**src/hdl/assert_macros.svh**
```systemverilog
// Assertion macros for the files that check their own logic.
`ifndef ASSERT_MACROS_SVH
`define ASSERT_MACROS_SVH
// Implication checked at every clock edge outside reset.
`define ASSERT_IMPL(label, clk, rst, ante, cons, msg) \
  label: assert property (@(posedge clk) disable iff (rst) (ante) |-> (cons)) \
    else $error(msg);
// Next-cycle implication checked outside reset.
`define ASSERT_NEXT(label, clk, rst, ante, cons, msg) \
  label: assert property (@(posedge clk) disable iff (rst) (ante) |=> (cons)) \
    else $error(msg);
`endif

```
**src/hdl/ascp_pkg.sv**
```systemverilog
// Package with types, constants and helpers of the audio config parser.
package ascp_pkg;
  localparam int unsigned ByteW = 8;
  localparam int unsigned ShiftW = 24;
  localparam int unsigned CntW = 5;
  localparam int unsigned LoopW = 8;
  localparam int unsigned NumGroups = 6;

  localparam logic [4:0] AotEscape = 5'd31;
  localparam logic [3:0] SfiExplicit = 4'hf;
  localparam logic [6:0] AotSbr = 7'd5;
  localparam logic [6:0] AotPs = 7'd29;
  localparam logic [6:0] AotErBsac = 7'd22;
  localparam logic [6:0] AotGaMax = 7'd23;
  localparam logic [4:0] DelayBits = 5'd14;
  localparam logic [4:0] RateBits = 5'd24;

  typedef enum logic [5:0] {
    PH_IDLE, PH_DONE, PH_AOT1, PH_AOT1X, PH_SFI, PH_RATE, PH_CH,
    PH_ESFI, PH_ERATE, PH_AOT2, PH_AOT2X, PH_ECH,
    PH_FLF, PH_DCC, PH_DELAY, PH_EXTF,
    PH_PCEHEAD, PH_CNT0, PH_CNT1, PH_CNT2, PH_CNT3, PH_CNT4, PH_CNT5,
    PH_MONO, PH_MONON, PH_STEREO, PH_STEREON, PH_MATRIX, PH_MATRIXV,
    PH_EL0, PH_EL1, PH_EL2, PH_EL3, PH_EL4, PH_EL5,
    PH_ALIGN, PH_CLEN, PH_CBYTE, PH_LAYER, PH_SUBF, PH_RES, PH_EXT3
  } phase_t;

  // Controller to datapath commands.
  typedef struct packed {
    logic clear;       // new descriptor: clear fields
    logic shift_bit;   // shift one bit in, count it
    logic load_field;  // start a new field
    logic [CntW-1:0] field_len;
    logic set_aot;     // h_aot <= value (or 32 + value when escaped)
    logic aot_escaped;
    logic set_ext;
    logic set_sfi;
    logic set_rate;
    logic set_ch;
    logic set_esfi;
    logic set_dcc;
    logic set_extf;
    logic set_count;   // element_counts[count_idx] <= value
    logic [2:0] count_idx;
    logic load_loop;   // loop_remaining <= loop_value
    logic [LoopW-1:0] loop_value;
    logic dec_loop;
  } cmd_t;

  // Datapath status.
  typedef struct packed {
    logic field_done;           // the bit being shifted ends its field
    logic [ShiftW-1:0] value;   // field value including the current bit
    logic [2:0] bit_pos;        // bits of the byte consumed, after this bit
    logic [6:0] aot;
    logic [3:0] ch;
    logic dcc;
    logic extf;
    logic [LoopW-1:0] loop_left;
    logic [NumGroups-1:0] count_nz;
    logic [NumGroups-1:0][3:0] counts;
  } stat_t;

  function automatic logic [CntW-1:0] cnt_width(input logic [2:0] k);
    unique case (k)
      3'd3: cnt_width = 5'd2;
      3'd4: cnt_width = 5'd3;
      default: cnt_width = 5'd4;
    endcase
  endfunction

  function automatic logic [CntW-1:0] el_width(input logic [2:0] k);
    unique case (k)
      3'd3, 3'd4: el_width = 5'd4;
      default: el_width = 5'd5;
    endcase
  endfunction
endpackage

```
**src/hdl/ascp_if.sv**
```systemverilog
// Valid/ready channel interfaces for input bytes and parse results.
interface ascp_in_if (input logic clk);
  logic valid;
  logic ready;
  logic [7:0] data_byte;
  logic start_req;
  logic last_byte;
  modport source (output valid, data_byte, start_req, last_byte, input ready);
  modport sink (input valid, data_byte, start_req, last_byte, output ready);
endinterface

interface ascp_out_if (input logic clk);
  logic valid;
  logic ready;
  logic status;
  logic [6:0] core_aot;
  logic [6:0] extension_type;
  logic [3:0] sampling_index;
  logic [23:0] sampling_rate;
  logic [3:0] ext_sampling_index;
  logic [3:0] channel_config;
  modport source (output valid, status, core_aot, extension_type, sampling_index,
                  sampling_rate, ext_sampling_index, channel_config, input ready);
  modport sink (input valid, status, core_aot, extension_type, sampling_index,
                sampling_rate, ext_sampling_index, channel_config, output ready);
endinterface

```
**src/hdl/ascp_datapath.sv**
```systemverilog
// Bit shifter, field counters, held fields and element counts.
module ascp_datapath (
  input  logic clk,
  input  logic rst,
  input  logic [7:0] byte_reg,
  input  logic [2:0] bit_idx,
  input  ascp_pkg::cmd_t cmd,
  output ascp_pkg::stat_t stat,
  output logic [6:0] h_aot,
  output logic [6:0] h_ext,
  output logic [3:0] h_sfi,
  output logic [23:0] h_rate,
  output logic [3:0] h_esfi,
  output logic [3:0] h_ch
);
  import ascp_pkg::*;

  logic [ShiftW-1:0] field_shift;
  logic [CntW-1:0] field_bits_left;
  logic [LoopW-1:0] loop_remaining;
  logic [3:0] element_counts [NumGroups];
  logic [1:0] gas_flags;
  logic cur_bit;
  logic [ShiftW-1:0] shifted;
  logic [CntW-1:0] left_dec;

  assign cur_bit = byte_reg[3'd7 - bit_idx];
  assign shifted = {field_shift[ShiftW-2:0], cur_bit};
  assign left_dec = (field_bits_left != '0) ? field_bits_left - 1'b1 : '0;

  always_comb begin
    stat.field_done = (left_dec == '0);
    stat.value = shifted;
    stat.bit_pos = bit_idx + 3'd1;
    stat.aot = h_aot;
    stat.ch = h_ch;
    stat.dcc = gas_flags[0];
    stat.extf = gas_flags[1];
    stat.loop_left = loop_remaining;
    for (int k = 0; k < NumGroups; k++) begin
      stat.count_nz[k] = (element_counts[k] != 4'd0);
      stat.counts[k] = element_counts[k];
    end
  end

  always_ff @(posedge clk) begin
    if (rst || cmd.clear) begin
      field_shift <= '0;
      field_bits_left <= '0;
      loop_remaining <= '0;
      gas_flags <= '0;
      h_aot <= '0; h_ext <= '0; h_sfi <= '0; h_rate <= '0; h_esfi <= '0; h_ch <= '0;
      if (cmd.clear) begin
        field_bits_left <= cmd.field_len;
      end
    end else begin
      if (cmd.shift_bit) begin
        field_shift <= shifted;
        field_bits_left <= left_dec;
      end
      if (cmd.load_field) begin
        field_shift <= '0;
        field_bits_left <= cmd.field_len;
      end
      if (cmd.set_aot) begin
        h_aot <= cmd.aot_escaped ? 7'd32 + {1'b0, shifted[5:0]} : {2'b00, shifted[4:0]};
      end
      if (cmd.set_ext) h_ext <= h_aot;
      if (cmd.set_sfi) h_sfi <= shifted[3:0];
      if (cmd.set_rate) h_rate <= shifted;
      if (cmd.set_ch) h_ch <= shifted[3:0];
      if (cmd.set_esfi) h_esfi <= shifted[3:0];
      if (cmd.set_dcc) gas_flags[0] <= shifted[0];
      if (cmd.set_extf) gas_flags[1] <= shifted[0];
      if (cmd.load_loop) loop_remaining <= cmd.loop_value;
      else if (cmd.dec_loop) loop_remaining <= loop_remaining - 1'b1;
    end
  end

  always_ff @(posedge clk) begin
    if (cmd.set_count) element_counts[cmd.count_idx] <= shifted[3:0];
  end
endmodule

```
**src/hdl/ascp_ctrl.sv**
```systemverilog
// Syntax sequencer: walks the config syntax one bit per cycle while busy with a byte.
module ascp_ctrl (
  input  logic clk,
  input  logic rst,
  input  logic in_fire,
  input  logic in_start,
  input  logic in_last,
  input  logic out_free,
  input  ascp_pkg::stat_t stat,
  output ascp_pkg::cmd_t cmd,
  output logic in_ready,
  output logic [2:0] bit_idx,
  output logic res_load,
  output logic res_status
);
  import ascp_pkg::*;

  phase_t phase, phase_next;
  phase_t phase_seq;
  logic busy, busy_next;
  logic last_q;
  logic [2:0] bit_next;

  logic run;
  logic [6:0] aot_new;
  logic is_gaext;

  assign run = busy;
  assign in_ready = !busy && out_free;

  // Work out the object type as written this cycle for decisions.
  always_comb begin
    aot_new = stat.aot;
    if (phase == PH_AOT2) aot_new = {2'b00, stat.value[4:0]};
    if (phase == PH_AOT2X) aot_new = 7'd32 + {1'b0, stat.value[5:0]};
  end
  assign is_gaext = (stat.aot == 7'd17) || (stat.aot == 7'd19) ||
                    (stat.aot == 7'd20) || (stat.aot == AotGaMax);

  // Next phase and datapath commands.
  always_comb begin
    phase_t np;
    logic [CntW-1:0] nl;
    logic ld;
    logic [2:0] k;
    logic found;
    logic [2:0] kk;
    logic [2:0] skip;
    np = phase;
    nl = '0;
    ld = 1'b0;
    k = '0;
    found = 1'b0;
    kk = '0;
    skip = '0;
    cmd = '0;
    if (run) begin
      cmd.shift_bit = 1'b1;
      if (stat.field_done) begin
        ld = 1'b1;
        unique case (phase)
          PH_AOT1: begin
            if (stat.value[4:0] == AotEscape) begin np = PH_AOT1X; nl = 5'd6; end
            else begin cmd.set_aot = 1'b1; np = PH_SFI; nl = 5'd4; end
          end
          PH_AOT1X: begin
            cmd.set_aot = 1'b1; cmd.aot_escaped = 1'b1; np = PH_SFI; nl = 5'd4;
          end
          PH_SFI: begin
            cmd.set_sfi = 1'b1;
            if (stat.value[3:0] == SfiExplicit) begin np = PH_RATE; nl = RateBits; end
            else begin np = PH_CH; nl = 5'd4; end
          end
          PH_RATE: begin cmd.set_rate = 1'b1; np = PH_CH; nl = 5'd4; end
          PH_CH: begin
            cmd.set_ch = 1'b1;
            if (stat.aot == AotSbr || stat.aot == AotPs) begin
              cmd.set_ext = 1'b1; np = PH_ESFI; nl = 5'd4;
            end else if (stat.aot >= 7'd1 && stat.aot <= AotGaMax) begin
              np = PH_FLF; nl = 5'd1;
            end else np = PH_DONE;
          end
          PH_ESFI: begin
            cmd.set_esfi = 1'b1;
            if (stat.value[3:0] == SfiExplicit) begin np = PH_ERATE; nl = RateBits; end
            else begin np = PH_AOT2; nl = 5'd5; end
          end
          PH_ERATE: begin np = PH_AOT2; nl = 5'd5; end
          PH_AOT2, PH_AOT2X: begin
            if (phase == PH_AOT2 && stat.value[4:0] == AotEscape) begin
              np = PH_AOT2X; nl = 5'd6;
            end else begin
              cmd.set_aot = 1'b1;
              cmd.aot_escaped = (phase == PH_AOT2X);
              if (aot_new == AotErBsac) begin np = PH_ECH; nl = 5'd4; end
              else if (aot_new >= 7'd1 && aot_new <= AotGaMax) begin
                np = PH_FLF; nl = 5'd1;
              end else np = PH_DONE;
            end
          end
          PH_ECH: begin
            if (stat.aot >= 7'd1 && stat.aot <= AotGaMax) begin np = PH_FLF; nl = 5'd1; end
            else np = PH_DONE;
          end
          PH_FLF: begin np = PH_DCC; nl = 5'd1; end
          PH_DCC: begin
            cmd.set_dcc = 1'b1;
            if (stat.value[0]) begin np = PH_DELAY; nl = DelayBits; end
            else begin np = PH_EXTF; nl = 5'd1; end
          end
          PH_DELAY: begin np = PH_EXTF; nl = 5'd1; end
          PH_EXTF: begin
            cmd.set_extf = 1'b1;
            if (stat.ch == 4'd0) begin np = PH_PCEHEAD; nl = 5'd10; end
            else np = PH_LAYER; // resolved below as after_pce
          end
          PH_PCEHEAD: begin np = PH_CNT0; nl = cnt_width(3'd0); end
          PH_CNT0, PH_CNT1, PH_CNT2, PH_CNT3, PH_CNT4, PH_CNT5: begin
            k = 3'(phase - PH_CNT0);
            cmd.set_count = 1'b1;
            cmd.count_idx = k;
            if (phase == PH_CNT5) begin np = PH_MONO; nl = 5'd1; end
            else begin np = phase_t'(phase + 6'd1); nl = cnt_width(k + 3'd1); end
          end
          PH_MONO: begin
            if (stat.value[0]) begin np = PH_MONON; nl = 5'd4; end
            else begin np = PH_STEREO; nl = 5'd1; end
          end
          PH_MONON: begin np = PH_STEREO; nl = 5'd1; end
          PH_STEREO: begin
            if (stat.value[0]) begin np = PH_STEREON; nl = 5'd4; end
            else begin np = PH_MATRIX; nl = 5'd1; end
          end
          PH_STEREON: begin np = PH_MATRIX; nl = 5'd1; end
          PH_MATRIX: begin
            if (stat.value[0]) begin np = PH_MATRIXV; nl = 5'd3; end
            else np = PH_EL0; // group search below
          end
          PH_MATRIXV: np = PH_EL0;
          PH_EL0, PH_EL1, PH_EL2, PH_EL3, PH_EL4, PH_EL5: begin
            k = 3'(phase - PH_EL0);
            cmd.dec_loop = 1'b1;
            if (stat.loop_left != 8'd1) begin np = phase; nl = el_width(k); end
          end
          PH_ALIGN: begin np = PH_CLEN; nl = 5'd8; end
          PH_CLEN: begin
            cmd.load_loop = 1'b1;
            cmd.loop_value = stat.value[7:0];
            if (stat.value[7:0] != 8'd0) begin np = PH_CBYTE; nl = 5'd8; end
            else np = PH_LAYER;
          end
          PH_CBYTE: begin
            cmd.dec_loop = 1'b1;
            if (stat.loop_left != 8'd1) begin np = PH_CBYTE; nl = 5'd8; end
            else np = PH_LAYER;
          end
          PH_LAYER: np = PH_SUBF;
          PH_SUBF: begin
            if (is_gaext) begin np = PH_RES; nl = 5'd3; end
            else begin np = PH_EXT3; nl = 5'd1; end
          end
          PH_RES: begin np = PH_EXT3; nl = 5'd1; end
          default: np = PH_DONE;
        endcase

        // Group search after the matrix fields or a finished element loop.
        if ((phase == PH_MATRIX && !stat.value[0]) || phase == PH_MATRIXV ||
            ((phase >= PH_EL0 && phase <= PH_EL5) && stat.loop_left == 8'd1)) begin
          kk = (phase >= PH_EL0 && phase <= PH_EL5) ? 3'(phase - PH_EL0) + 3'd1 : 3'd0;
          for (int j = 0; j < NumGroups; j++) begin
            if (!found && 3'(j) >= kk && stat.count_nz[j]) begin
              found = 1'b1;
              np = phase_t'(PH_EL0 + 6'(j));
              nl = el_width(3'(j));
              cmd.load_loop = 1'b1;
              cmd.loop_value = {4'd0, stat.counts[j]};
            end
          end
          if (!found) begin
            skip = 3'd0 - stat.bit_pos;
            if (skip != 3'd0) begin np = PH_ALIGN; nl = {2'b00, skip}; end
            else begin np = PH_CLEN; nl = 5'd8; end
          end
        end

        // after_pce: from EXTF without PCE, end of comment, or zero length.
        if ((phase == PH_EXTF && stat.ch != 4'd0) ||
            (phase == PH_CLEN && stat.value[7:0] == 8'd0) ||
            (phase == PH_CBYTE && stat.loop_left == 8'd1)) begin
          if (stat.aot == 7'd6 || stat.aot == 7'd20) begin np = PH_LAYER; nl = 5'd3; end
          else np = PH_EXT3;  // after_layer below
        end
        // after_layer
        if (np == PH_EXT3 && phase != PH_SUBF && phase != PH_RES || phase == PH_LAYER) begin
          if (!((phase == PH_EXTF && stat.ch == 4'd0))) begin
            if (!(phase == PH_EXTF ? stat.value[0] : stat.extf)) np = PH_DONE;
            else if (stat.aot == AotErBsac) begin np = PH_SUBF; nl = 5'd16; end
            else if (is_gaext) begin np = PH_RES; nl = 5'd3; end
            else begin np = PH_EXT3; nl = 5'd1; end
          end
        end
      end
    end
    cmd.load_field = ld;
    cmd.field_len = nl;
    if (in_fire && in_start) begin
      cmd = '0;
      cmd.clear = 1'b1;
      cmd.field_len = 5'd5;
    end
    phase_seq = np;
  end

  // Byte-level sequencing and result hand-off.
  always_comb begin
    phase_next = phase_seq;
    busy_next = busy;
    bit_next = bit_idx;
    res_load = 1'b0;
    res_status = 1'b0;
    if (in_fire) begin
      if (in_start) phase_next = PH_AOT1;
      bit_next = 3'd0;
      busy_next = in_start || (phase != PH_IDLE && phase != PH_DONE);
    end else if (busy) begin
      bit_next = bit_idx + 3'd1;
      if (phase_next == PH_DONE) begin
        busy_next = 1'b0;
        res_load = 1'b1;
      end else if (bit_idx == 3'd7) begin
        busy_next = 1'b0;
        if (last_q) begin
          res_load = 1'b1;
          res_status = 1'b1;
          phase_next = PH_DONE;
        end
      end
    end
  end

  always_ff @(posedge clk) begin
    if (rst) begin
      phase <= PH_IDLE;
      busy <= 1'b0;
      bit_idx <= '0;
      last_q <= 1'b0;
    end else begin
      phase <= phase_next;
      busy <= busy_next;
      bit_idx <= bit_next;
      if (in_fire) last_q <= in_last;
    end
  end
endmodule

```
**src/hdl/audio_specific_config_parser_core.sv**
```systemverilog
// Top level of the audio config parser: controller, datapath and output register.
// A byte accepted is worked through one bit per cycle; a result is registered in the
// pending register and then the output register after the bit that completes the
// syntax, or after the eighth bit of a byte marked last. A new byte is taken only once
// the last one is worked through and no result is held. Synchronous active-high reset
// returns the parser to idle, awaiting a byte marked start, with no result pending.
module audio_specific_config_parser_core (
  input logic clk,
  input logic rst,
  ascp_in_if.sink in_ch,
  ascp_out_if.source out_ch
);
  import ascp_pkg::*;
`include "assert_macros.svh"

  cmd_t cmd;
  stat_t stat;
  logic [7:0] byte_reg;
  logic [2:0] bit_idx;
  logic in_fire;
  logic res_load;
  logic res_status;
  logic out_valid;
  logic in_ready;
  logic [6:0] h_aot, h_ext;
  logic [3:0] h_sfi, h_esfi, h_ch;
  logic [23:0] h_rate;
  logic res_pend;
  logic res_stat_q;

  // The input beat is taken only when the sequencer is idle and the pending and output
  // registers are empty, so a result never overwrites one still waiting.
  assign in_fire = in_ch.valid && in_ready;
  assign in_ch.ready = in_ready;

  always_ff @(posedge clk) begin
    if (in_fire) byte_reg <= in_ch.data_byte;
  end

  ascp_ctrl u_ctrl (
    .clk(clk), .rst(rst), .in_fire(in_fire), .in_start(in_ch.start_req),
    .in_last(in_ch.last_byte), .out_free(!out_valid && !res_pend), .stat(stat), .cmd(cmd),
    .in_ready(in_ready), .bit_idx(bit_idx), .res_load(res_load), .res_status(res_status)
  );

  ascp_datapath u_dp (
    .clk(clk), .rst(rst), .byte_reg(byte_reg), .bit_idx(bit_idx), .cmd(cmd), .stat(stat),
    .h_aot(h_aot), .h_ext(h_ext), .h_sfi(h_sfi), .h_rate(h_rate), .h_esfi(h_esfi), .h_ch(h_ch)
  );

  // Result register. Field writes of the finishing bit land in the same edge,
  // so the fields are sampled in the following cycle from the held registers.
  always_ff @(posedge clk) begin
    if (rst) begin
      out_valid <= 1'b0;
      res_pend <= 1'b0;
    end else begin
      res_pend <= res_load;
      if (res_load) res_stat_q <= res_status;
      if (res_pend) out_valid <= 1'b1;
      else if (out_ch.ready) out_valid <= 1'b0;
    end
  end

  always_ff @(posedge clk) begin
    if (res_pend) begin
      out_ch.status <= res_stat_q;
      out_ch.core_aot <= h_aot;
      out_ch.extension_type <= h_ext;
      out_ch.sampling_index <= h_sfi;
      out_ch.sampling_rate <= h_rate;
      out_ch.ext_sampling_index <= h_esfi;
      out_ch.channel_config <= h_ch;
    end
  end

  assign out_ch.valid = out_valid;

  // A new beat is never taken while a result is pending or waiting.
  `ASSERT_IMPL(a_no_accept_while_full, clk, rst, in_fire, !out_valid && !res_pend,
               "input beat accepted while a result is held")
  // A pending result always reaches the output register.
  `ASSERT_NEXT(a_pend_to_valid, clk, rst, res_pend, out_valid,
               "pending result did not reach the output register")
  // Results are never loaded on consecutive cycles.
  `ASSERT_NEXT(a_single_load, clk, rst, res_load, !res_load,
               "two results loaded back to back")
endmodule
```
**src/flat_wrapper.sv**
```systemverilog
// flat-port wrapper written by rule: the top's interface ports become plain ports
module audio_specific_config_parser_core_flat import ascp_pkg::*;
  (clk, rst, in_ch_valid, in_ch_data_byte, in_ch_start_req, in_ch_last_byte, in_ch_ready, out_ch_valid, out_ch_status, out_ch_core_aot, out_ch_extension_type, out_ch_sampling_index, out_ch_sampling_rate, out_ch_ext_sampling_index, out_ch_channel_config, out_ch_ready);
  ascp_in_if in_ch_i (.clk(clk));
  ascp_out_if out_ch_i (.clk(clk));
  input logic clk;
  input logic rst;
  input wire logic [$bits(in_ch_i.valid)-1:0] in_ch_valid;
  input wire logic [$bits(in_ch_i.data_byte)-1:0] in_ch_data_byte;
  input wire logic [$bits(in_ch_i.start_req)-1:0] in_ch_start_req;
  input wire logic [$bits(in_ch_i.last_byte)-1:0] in_ch_last_byte;
  output wire logic [$bits(in_ch_i.ready)-1:0] in_ch_ready;
  output wire logic [$bits(out_ch_i.valid)-1:0] out_ch_valid;
  output wire logic [$bits(out_ch_i.status)-1:0] out_ch_status;
  output wire logic [$bits(out_ch_i.core_aot)-1:0] out_ch_core_aot;
  output wire logic [$bits(out_ch_i.extension_type)-1:0] out_ch_extension_type;
  output wire logic [$bits(out_ch_i.sampling_index)-1:0] out_ch_sampling_index;
  output wire logic [$bits(out_ch_i.sampling_rate)-1:0] out_ch_sampling_rate;
  output wire logic [$bits(out_ch_i.ext_sampling_index)-1:0] out_ch_ext_sampling_index;
  output wire logic [$bits(out_ch_i.channel_config)-1:0] out_ch_channel_config;
  input wire logic [$bits(out_ch_i.ready)-1:0] out_ch_ready;
  assign in_ch_i.valid = in_ch_valid;
  assign in_ch_i.data_byte = in_ch_data_byte;
  assign in_ch_i.start_req = in_ch_start_req;
  assign in_ch_i.last_byte = in_ch_last_byte;
  assign in_ch_ready = in_ch_i.ready;
  assign out_ch_valid = out_ch_i.valid;
  assign out_ch_status = out_ch_i.status;
  assign out_ch_core_aot = out_ch_i.core_aot;
  assign out_ch_extension_type = out_ch_i.extension_type;
  assign out_ch_sampling_index = out_ch_i.sampling_index;
  assign out_ch_sampling_rate = out_ch_i.sampling_rate;
  assign out_ch_ext_sampling_index = out_ch_i.ext_sampling_index;
  assign out_ch_channel_config = out_ch_i.channel_config;
  assign out_ch_i.ready = out_ch_ready;
  audio_specific_config_parser_core u_core (.clk(clk), .rst(rst), .in_ch(in_ch_i), .out_ch(out_ch_i));
endmodule
```
**config.mk**
```make
export PLATFORM = sky130hd
export DESIGN_NAME = audio_specific_config_parser_core_flat
export DESIGN_NICKNAME = d
export VERILOG_FILES = /design/src/hdl/ascp_pkg.sv /design/src/hdl/ascp_if.sv /design/src/hdl/ascp_datapath.sv /design/src/hdl/ascp_ctrl.sv /design/src/hdl/audio_specific_config_parser_core.sv /design/src/flat_wrapper.sv
export VERILOG_INCLUDE_DIRS = /design/src /design/src/hdl
export SDC_FILE = /design/constraint.sdc
export NUM_CORES = 1
export LEC_CHECK = 0
export BUFFER_PORTS_ARGS = -buffer_cell sky130_fd_sc_hd__buf_2
export CORE_ASPECT_RATIO = 1.5
export CORE_MARGIN = 3
export CORE_UTILIZATION = 55
export CTS_CLUSTER_SIZE = 28
export DETAILED_ROUTE_END_ITERATION = 10
export GPL_TIMING_DRIVEN = 0
export PLACE_DENSITY = 0.73
export SYNTH_ARGS = -nofsm -noshare
export SYNTH_HDL_FRONTEND = slang
export SYNTH_SLANG_ARGS = --single-unit
```
**constraint.sdc**
```tcl
create_clock -name clk -period 5.82 [get_ports clk]
set_input_delay 1.164 -clock clk [delete_from_list [all_inputs] [get_ports clk]]
set_output_delay 1.164 -clock clk [all_outputs]
set_load 0.05 [all_outputs]
```
==> key figures <==
Die
  – Core box area: 0.01633 mm²
  – Die X: approximately 110 µm
  – Row cnt: 57
  – Die ar.: roughly 0.018 mm²
  – Vert. Die Dim: approximately 160 µm
  – I/O pins: 67
  – Initial Util: 0.5673

STA
  – Count of pins over their slew limit: 0
  – Worst-Margin Slew: 1.435 ns
  – Skew final: about 0.021 ns
  – Setup TNS: 0 ns
  – Max Fclk: about 180 MHz
  – Slew margin rel.: 0.03614
  – Crit path time final: around 5.7 ns
  – Setup-failing EPs final: 0
  – RSZ-0062 raised after global routing: false
  – Final-report hold violation count: 0
  – Fin crit share: 0.9743

Global route
  – All-layer global routing usage: 0.3189
  – Pin count of the biggest net entering global routing: 36
  – First-pass GRT wire length: 45.28 mm
  – Initial antenna violation count: 0
  – Vias in the first global route: 7900
  – GRT overflow: 0

Placement
  – Routability cong.: a little over 1
  – Input/output buffers: 66
  – Dpl hpwl: ~22 mm
  – Cells after DPL: roughly 1200

CTS
  – Num CTS Buffers: 17
  – Htree depth: 4
  – CTS Hold Bufs: 0
  – # resized after CTS: 0
  – Skew-Pair Late Insertion Delay: about 0.43 ns
  – Reg clk slew, reported paths: approximately 0.070 ns
  – CTS tree: done
  – Post-CTS setup buffer count: 0
  – Clk sinks: between 150 and 200
  – Root Driver: clkbuf_16
  – CTS Buffer Depth: 2

Setup path
  – Crit path kind: reg2reg
  – Slowest cell on the critical path: nor4_1
  – Buf/Inv on CP: 2
  – Internal reg-to-reg setup slack: between 0.1 and 0.15 ns
  – Reg2reg start: u_core.u_ctrl.phase[0]$_SDFF_PP0_
  – CP cell instances: clkbuf_1 > inv_1 > ha_1 > nor2_1 > nor3_1 > or4_4 > nor4_1 > or3_1 > o22ai_1 > a21oi_4 > o211ai_1 > a211oi_2 > a31o_1
  – Startpoint type of the worst setup path: flip-flop
  – Critical Path AT: between 5 and 6 ns
  – Crit path required time: between 5 and 6 ns
  – Crit Reg-Reg Endpoint: u_core.res_stat_q$_SDFFCE_PP0P_
  – Crit Path Max Fanout: 10
  – Crit-path max cell delay: approximately 0.76 ns
  – Reg2reg path depth: 13
  – Crit end category: flip-flop
  – Worst setup path startpoint: u_core.u_ctrl.phase[0]$_SDFF_PP0_
  – Worst path top cell family by delay: simple AND/OR/NAND/NOR gates

Synthesis
  – Syn_area_per_cell: approximately 9.6 µm²
  – Register area share after synthesis: 0.4937
  – Area share of the largest cell type after synthesis: 0.2885
  – Synthesized net count: 990
  – Number of synthesized register bits: around 180
  – Synth top area cells: edfxtp_1, dfxtp_1, mux2i_1
  – Yosys warning total: 0
  – Area leader, netlist: edfxtp_1
  – Cell Area, Synth: approximately 0.009 mm²
  – Gate Count Post-Synth: 962
  – Post-synth top flop: dfxtp_1
  – Synth cell types: 86
  – Async SR Flop Fraction: 0
  – Post-synth EDFFs: approximately 90

Finish
  – Fraction of layout cells with a size suffix above 1: 0.1376
  – Most frequent cells in the layout: nand2_1, nor2_1, dfxtp_1, edfxtp_1, buf_2
  – # nets final: about 1100
  – Layout Cells excl Fill: 1268
  – Area Overhead vs Synth: 12.92%
  – Commonest non-fill, non-tap cell in the layout: nand2_1
  – Largest registers: u_core.out_ch.sampling_rate x24, u_core.u_dp.element_counts x24, u_core.u_dp.h_rate x24

Run
  – Max cap viols: 0

Min path
  – Hold endpoint: u_core.out_ch.extension_type[6]$_DFFE_PP_
  – Hold Crit Class: reg2reg
  – Hold_sp: u_core.u_dp.h_ext[6]$_SDFFE_PN0P_
  – Worst hold path depth: 0

Drt
  – TritonRoute pass-1 iters: 5
  – First DRT Iteration DRCs: between 700 and 800
  – Post-Route WL: approximately 29 mm
  – Post-route ant nets: 0
  – Vias/cell: around 6.4
  – Wire length per cell: around 23 µm
  – DRC violations left: 0
  – Vias: 8074

Power and ir drop
  – Worst ir drop on vdd: between 0.2 and 0.3 mV
  – Leakage: ~3.7 nW
  – Power Dens Cells: roughly 270 mW/mm²

Outcome
  – Outcome: completed
==> cell families (layout without fill, tap and decap cells) <==
group / after synthesis / after routing / synth area share
multiplexers: 66 / 66 / 0.07225
other: 0 / 1 / 0
adder cells (fa/ha/maj): 14 / 14 / 0.01891
buffers and inverters: 77 / 176 / 0.03511
AO/OA/AOI/OAI: 225 / 225 / 0.1665
AND/OR/NAND/NOR: 383 / 383 / 0.2012
XOR/XNOR: 13 / 13 / 0.01229
flip-flops: 184 / 184 / 0.4937
==> worst reg2reg max path, stage by stage, from the launching register on <==
cell      delay [ns]
dfxtp_1         0.66
clkbuf_1        0.63
inv_1           0.28
ha_1            0.38
nor2_1          0.36
nor3_1          0.24
or4_4           0.61
nor4_1          0.76
or3_1           0.21
o22ai_1         0.17
a21oi_4         0.29
o211ai_1        0.20
a211oi_2        0.38
a31o_1          0.22
==> routing by layer <==
metal	up-vias	track usage	share of wire
met5	-	0	0
met4	0	0.1646	0.050
met3	102	0.05645	0.069
met2	398	0.5540	0.50
met1	3852	0.3785	0.38
li1	3722	-	-
==> power by group <==
group	internal, mW	switching (mW)	leakage, nW	total, mW
Sequential	1.37	0.0158	1.60	1.39
Clock	0.611	0.545	0.285	1.16
Combinational	0.0872	0.186	1.84	0.274
Total	2.07	0.747	3.73	2.82
==> worst max-delay path by stage <==
stage / endpoint / slack [ns] / cells past startpoint
after floorplan: u_core.u_dp.field_bits_left[1]$_DFFE_PP_ / 1.65 / 8
after global placement: u_core.res_stat_q$_SDFFCE_PP0P_ / 0.27 / 13
after detailed placement: u_core.res_stat_q$_SDFFCE_PP0P_ / 0.32 / 13
after CTS: u_core.res_stat_q$_SDFFCE_PP0P_ / 0.29 / 13
after global routing: u_core.res_stat_q$_SDFFCE_PP0P_ / 0.05 / 13
final: u_core.res_stat_q$_SDFFCE_PP0P_ / 0.15 / 13
==> cell type report <==
class	count	area, µm²
well taps	206	257.7
fillers	1380	5869
clock buffers	18	429.2
flip-flops and latches	184	4576
repair buffers	67	350.3
clock inverters	14	156.4
inverters	22	82.58
multi-input cells	701	4365
plain buffers	55	242.7
diodes	1	2.502
==> cell usage after synthesis, types with 7 or more instances <==
library cell  count
a211oi_1          8
a21o_1            7
a21oi_1          72
a31oi_1           9
and3_1            8
buf_2             8
clkbuf_1         35
dfxtp_1          95
edfxtp_1         89
ha_1             14
inv_1            21
mux2i_1          59
nand2_1         106
nand2b_1         12
nand3_1          34
nor2_1          105
nor2b_1          16
nor3_1           29
nor4_1           14
o211ai_1         11
o21ai_0          28
o21ai_1           7
o22ai_1           7
or3_1             9
or4_1            11
xnor2_1           8
==> through the flow <==
stage                     area (µm²)    util  hold slack (ns)  worst slack (ns)  power (mW)
final                          10460  0.6406           0.4258            0.1496       2.816
after global routing           10460  0.6405           0.4352           0.05016       2.902
after CTS                      10460  0.6405           0.4272            0.2935       2.820
after detailed placement        9874  0.6046           0.4116            0.3206       1.683
after global placement          9853  0.6033           0.4015            0.2703       1.680
after floorplan                 9265       -           0.4001             1.652       1.601
No activity file was read; power rests on OpenSTA's default activity.
